### src/hdl/pvp_pkg.sv
// ----------------------------------------------------------------------------
// pvp_pkg
// shared types, widths and helpers of the perspective vertex projection
// ----------------------------------------------------------------------------
package pvp_pkg;

    localparam int COORD_BITS  = 20;
    localparam int COEFF_BITS  = 16;
    localparam int DIFF_BITS   = COORD_BITS + 1;
    localparam int PROD_BITS   = DIFF_BITS + COEFF_BITS;
    localparam int R_BITS      = PROD_BITS + 2;
    localparam int MAG_BITS    = R_BITS - 1;
    localparam int FOCAL_BITS  = 16;
    localparam int P_BITS      = MAG_BITS + FOCAL_BITS;
    localparam int Q_BITS      = 22;
    localparam int D_BITS      = MAG_BITS + 3;
    localparam int ROW_BITS    = 3 * COEFF_BITS;
    localparam int CFG_BITS    = ROW_BITS;
    localparam int CFG_IDX_BITS = 3;
    localparam int HALF_BITS   = 12;
    localparam int PIX_BITS    = 16;
    localparam int QUEUE_DEPTH = 8;
    localparam int QUEUE_PTR_BITS = $clog2(QUEUE_DEPTH);
    localparam int FRONT_STAGES = 3;

    typedef enum logic [CFG_IDX_BITS-1:0] {
        REG_CAMERA_X   = 3'd0,
        REG_CAMERA_Y   = 3'd1,
        REG_CAMERA_Z   = 3'd2,
        REG_ROW_FIRST  = 3'd3,
        REG_ROW_SECOND = 3'd4,
        REG_ROW_THIRD  = 3'd5,
        REG_FOCAL      = 3'd6,
        REG_CENTER     = 3'd7
    } cfg_index_t;

    typedef struct packed {
        logic [15:0]                   vertex_tag;
        logic signed [COORD_BITS-1:0]  vertex_x;
        logic signed [COORD_BITS-1:0]  vertex_y;
        logic signed [COORD_BITS-1:0]  vertex_z;
    } vertex_t;

    typedef struct packed {
        logic [15:0]                 result_tag;
        logic signed [PIX_BITS-1:0]  screen_x;
        logic signed [PIX_BITS-1:0]  screen_y;
        logic                        behind_camera;
        logic                        clipped;
    } result_t;

    typedef struct packed {
        logic [COORD_BITS-1:0] cam_x;
        logic [COORD_BITS-1:0] cam_y;
        logic [COORD_BITS-1:0] cam_z;
        logic [ROW_BITS-1:0]   row0;
        logic [ROW_BITS-1:0]   row1;
        logic [ROW_BITS-1:0]   row2;
    } camera_t;

    typedef struct packed {
        logic [FOCAL_BITS-1:0]   focal;
        logic [2*HALF_BITS-1:0]  center;
    } screen_t;

    // camera-space item handed from front to back
    typedef struct packed {
        logic [15:0]              tag;
        logic signed [R_BITS-1:0] rx;
        logic signed [R_BITS-1:0] ry;
        logic signed [R_BITS-1:0] rz;
        logic                     behind;
    } cam_item_t;

    typedef struct packed {
        logic [D_BITS-1:0]  rem;
        logic [Q_BITS-1:0]  q;
        logic [Q_BITS-1:0]  plow;
        logic               neg;
        logic               big;
    } lane_t;

    typedef struct packed {
        logic               valid;
        logic [15:0]        tag;
        logic               behind;
        logic [D_BITS-1:0]  d;
        lane_t              lx;
        lane_t              ly;
    } div_stage_t;

    // one restoring division step
    function automatic lane_t div_step(lane_t l, logic [D_BITS-1:0] d);
        lane_t              o;
        logic [D_BITS:0]    sh;
        o = l;
        sh = {l.rem, l.plow[Q_BITS-1]};
        o.plow = {l.plow[Q_BITS-2:0], 1'b0};
        if (sh >= {1'b0, d})
        begin
            sh = sh - {1'b0, d};
            o.q = {l.q[Q_BITS-2:0], 1'b1};
        end
        else
        begin
            o.q = {l.q[Q_BITS-2:0], 1'b0};
        end
        o.rem = sh[D_BITS-1:0];
        return o;
    endfunction

    // round, add centre, saturate
    function automatic logic [PIX_BITS:0] finish(lane_t l, logic [HALF_BITS-1:0] half);
        logic [Q_BITS:0]           mag;
        logic signed [Q_BITS+2:0]  sum;
        logic                      clip;
        logic [PIX_BITS-1:0]       pix;
        if (l.big)
            mag = {1'b1, {Q_BITS{1'b0}}};
        else
            mag = ({1'b0, l.q} + {{Q_BITS{1'b0}}, 1'b1}) >> 1;
        sum = $signed({{(Q_BITS+3-HALF_BITS){1'b0}}, half});
        if (l.neg)
            sum = sum - $signed({2'b00, mag});
        else
            sum = sum + $signed({2'b00, mag});
        clip = 1'b0;
        pix = sum[PIX_BITS-1:0];
        if (sum > $signed((Q_BITS+3)'(32767)))
        begin
            clip = 1'b1;
            pix = 16'h7fff;
        end
        else if (sum < -$signed((Q_BITS+3)'(32768)))
        begin
            clip = 1'b1;
            pix = 16'h8000;
        end
        return {clip, pix};
    endfunction

endpackage

### src/hdl/pvp_queue.sv
// ----------------------------------------------------------------------------
// pvp_queue
// short first-in first-out queue between front and back
// ----------------------------------------------------------------------------
module pvp_queue
    import pvp_pkg::*;
(
    input  logic      clk,
    input  logic      rst_n,
    input  logic      push,
    input  cam_item_t push_item,
    input  logic      pop,
    output logic      not_empty,
    output cam_item_t pop_item,
    output logic      nearly_full
);

    cam_item_t                 mem_reg [QUEUE_DEPTH];
    logic [QUEUE_PTR_BITS-1:0] wr_reg, rd_reg;
    logic [QUEUE_PTR_BITS:0]   level_reg, level_next;
    logic                      do_pop;

    assign do_pop    = pop && (level_reg != '0);
    assign not_empty = (level_reg != '0);
    assign pop_item  = mem_reg[rd_reg];
    // room kept for what the front still carries
    assign nearly_full = level_reg > (QUEUE_PTR_BITS+1)'(QUEUE_DEPTH - 1 - FRONT_STAGES);

    always_comb
    begin
        level_next = level_reg;
        if (push && !do_pop)
            level_next = level_reg + 1'b1;
        else if (!push && do_pop)
            level_next = level_reg - 1'b1;
    end

    always_ff @(posedge clk or negedge rst_n)
    begin
        if (!rst_n)
        begin
            wr_reg    <= '0;
            rd_reg    <= '0;
            level_reg <= '0;
        end
        else
        begin
            level_reg <= level_next;
            if (push)
                wr_reg <= wr_reg + 1'b1;
            if (do_pop)
                rd_reg <= rd_reg + 1'b1;
        end
    end

    always_ff @(posedge clk)
    begin
        if (push)
            mem_reg[wr_reg] <= push_item;
    end

endmodule

### config.mk
export PLATFORM = sky130hd
export DESIGN_NAME = pvp_queue
export DESIGN_NICKNAME = d
export VERILOG_FILES = /design/src/hdl/pvp_pkg.sv /design/src/hdl/pvp_queue.sv
export SDC_FILE = /design/constraint.sdc
export NUM_CORES = 1
export LEC_CHECK = 0
export BUFFER_PORTS_ARGS = -buffer_cell sky130_fd_sc_hd__buf_2
export CAP_MARGIN = 10
export CORE_MARGIN = 3
export CORE_UTILIZATION = 60
export DETAILED_ROUTE_END_ITERATION = 10
export PLACE_DENSITY = 0.86
export SYNTH_ARGS = -nofsm -noshare
export SYNTH_HDL_FRONTEND = slang
export SYNTH_SLANG_ARGS = --single-unit
### constraint.sdc
create_clock -name clk -period 14.25 [get_ports clk]
set_input_delay 4.275 -clock clk [delete_from_list [all_inputs] [get_ports clk]]
set_output_delay 4.275 -clock clk [all_outputs]
set_load 0.005 [all_outputs]
==> qor.txt <==
=================================================================================================
Run status                                                                           finished clean
Fraction of synthesized cell area taken by the top area cell type                           78.8%
Site row count                                                                                 95
First drt pass iteration count                                                                  5
Count of input and output buffers                                                             273
Total gr overflow                                                                               0
TritonCTS Buffers                                                                             103
Root buffer cell                                                                        clkbuf_16
Post-CTS repair timing setup buffer count                                                       0
Horizontal die dimension                                                                   267 µm
Clock tree from TritonCTS                                                                   built
Time the final worst path needs with I/O delays and setup                                 8670 ps
Cell at the slowest stage of the critical path                                            dfrtp_4
Top achievable clock speed                                                              0.115 GHz
Starting density of the core                                                                60.7%
Total number of H-tree levels                                                                   3
Most used standard cells in the synthesized netlist                                  edfxtp_1, mux4_2, mux2_2
Total standard cell area after synthesis                                               0.0408 mm²
Net count of the mapped netlist                                                              1754
Most used cell along the critical path                                                      buf_4
Worst clock skew                                                                          23.9 ps
Ys flop type                                                                             edfxtp_1
Number of remaining DRC errors                                                                  0
Share of flip-flops with an asynchronous set or reset after synthesis                      0.924%
Layout net count                                                                             2082
Die area                                                                               0.0712 mm²
Clock slew seen by the registers of the worst setup and hold paths                          60 ps
Static leakage                                                                            15.0 nW
Buffer and inverter count on the worst path                                                     3
Routability cong.                                                                           0.734
Final HPWL from detailed placement                                                       42400 µm
Detailed router's first-iteration violation count                                            1733
Slack of the worst reg-to-reg path                                                       10890 ps
Library cell with the highest instance count after synthesis                             edfxtp_1
Worst setup path category                                                              reg -> out
Transition time at the pin with the least slew margin                                     1140 ps
Clk buf depth                                                                                   3
Number of global-route vias before repair                                                   19700
Number of sinks handled by clock tree synthesis                                              1082
Max-cap violations                                                                              0
Share of layout cells above drive strength 1                                                42.4%
Dominant cells by area after synthesis                                               edfxtp_1, mux4_2, mux2_2
Count of boundary I/O pins                                                                    274
Cells along the critical path                                                        buf_4 -> buf_4 -> mux4_2 -> mux2_2 -> buf_2
Total via count in the routed design                                                        18300
WL/cell                                                                                   28.6 µm
Routed wire length                                                                       83400 µm
Cell accounting for the most synthesized area                                            edfxtp_1
Count of final setup violators                                                                  0
Classification of the worst-slack hold path                                            reg -> reg
Hold Fails Final Rpt                                                                            0
Post-DRT Antenna Nets                                                                           0
Worst slew slack as a fraction of its limit                                                 23.8%
Worst vdd ir                                                                             0.152 mV
Cells after Synth                                                                            1610
Wire length of the first global-routing pass                                            124000 µm
Clk Latency, worst-skew pair                                                               650 ps
Area overhead of the layout relative to synthesis                                           13.7%
Resized cells post-CTS                                                                          0
Number of buffers inserted by hold repair at cts                                                0
Core ar.                                                                               0.0673 mm²
Vertical extent of the die                                                                 267 µm
Number of distinct library cell variants in the gate-level netlist after synthesis             26
Share of the yosys chip area belonging to registers                                         79.4%
Total power                                                                               9.50 mW
Number of antenna violations at the first check in global routing                              23
Crit. End Element                                                                     output port
RSZ-0062 raised after global routing                                                           no
Sum of negative setup slack                                                                  0 ps
Top Family by Delay on Critical Path                                                 buffers and inverters
Avg Synthesized Cell Area                                                                25.4 µm²
Required time of the critical path                                                        9970 ps
Kind of start point of the critical path                                                 register
Max FFs per register                                                                         1072
Final Slew Violations                                                                           0
Number of flops mapped to enable cells by yosys                                              1072
Fin crit share                                                                              60.9%
Power per cell area                                                                    205 mW/mm²
Vias per inst                                                                                6.28
CP Max Fanout                                                                                  77
Signal arrival time at the worst endpoint                                                 4400 ps
Warnings from Yosys                                                                             0
Worst stage delay on the critical path                                                    1080 ps
Pin count of the biggest net entering global routing                                          130
Global-route usage over all layers                                                          23.8%
Flops & latches, synth                                                                       1082
=================================================================================================
-- per-stage QoR --
stage	hold slack, ps	std cells	instance area (µm²)	utilization [%]	worst slack [ps]
finish	556	2918	46400	69.0	5580
global route	597	2908	46400	69.0	5370
CTS	562	2898	46400	68.9	5520
detailed placement	547	2706	43100	64.1	6240
global placement	511	2706	43100	64.1	6320
floorplan	485	1610	40800	-	47.6
-- path summary, 6_finish.rpt --
check / startpoint / to / cells after the start
max in group asynchronous: rst_n / rd_reg[0]$_DFFE_PN0P_ / 1
max: rd_reg[1]$_DFFE_PN0P_ / pop_item[55] / 5
min in group asynchronous: rst_n / rd_reg[2]$_DFFE_PN0P_ / 1
min reg2reg: level_reg[2]$_DFFE_PN0P_ / level_reg[2]$_DFFE_PN0P_ / 2
min: level_reg[2]$_DFFE_PN0P_ / level_reg[2]$_DFFE_PN0P_ / 2
max reg2reg: wr_reg[1]$_DFFE_PN0P_ / mem_reg[5][112]$_DFFE_PP_ / 4
-- cells by family after synthesis --
group | count (synthesis) | share of synthesized area, %
AO/OA/AOI/OAI | 7 | 0.113
XOR/XNOR | 6 | 0.129
adder cells (fa/ha/maj) | 6 | 0.202
buffers and inverters | 77 | 1.21
flip-flops | 1082 | 79.4
multiplexers | 406 | 18.6
AND/OR/NAND/NOR | 26 | 0.316
-- cell usage in the layout (no fill, tap or decap), drive strengths merged, types with 2 or more instances in the layout --
cell type	netlist	final
mux4	268	268
xnor2	5	5
nor2	6	6
nand2b	4	4
nor3	3	3
mux2	137	137
ha	5	5
nand3	3	3
nand2	6	6
clkinvlp	0	5
inv	1	5
o21ai	2	2
clkbuf	18	128
o211ai	2	2
a21oi	2	2
clkinv	0	49
edfxtp	1072	1072
buf	58	299
dfrtp	10	10
bufinv	0	6
diode	0	20
or4	2	2
-- layout make-up --
cell class              instances  area (µm²)
flip-flops and latches       1082       32500
inverters                       1        3.75
clock inverters                64         515
well taps                     873        1090
diodes                         20        50.0
multi-input cells             451        7950
repair buffers                299        1620
clock buffers                 128        2740
fillers                      3783       20900
-- worst register-to-register path, cell delays in order (launching register included) --
cell	delay [ps]
dfrtp_1	410
nand2b_1	340
nor2_4	890
buf_4	610
buf_4	690
-- metal layers --
layer,GRT usage [%],wire (µm),share of wire [%],up-vias
li1,-,-,-,7639
met3,5.31,6110,7.3,165
met4,8.34,2240,2.7,16
met1,30.3,30700,37,9761
met5,0,111,0.13,-
met2,41.0,44300,53,732
-- report_power, final --
group / leakage, nW / internal (mW) / switching (mW)
clock network: 1.58 / 1.48 / 1.13
logic: 3.59 / 1.35 / 1.34
registers: 9.85 / 4.00 / 0.213
total: 15.0 / 6.82 / 2.68
Power figures use the tool's default switching activity.
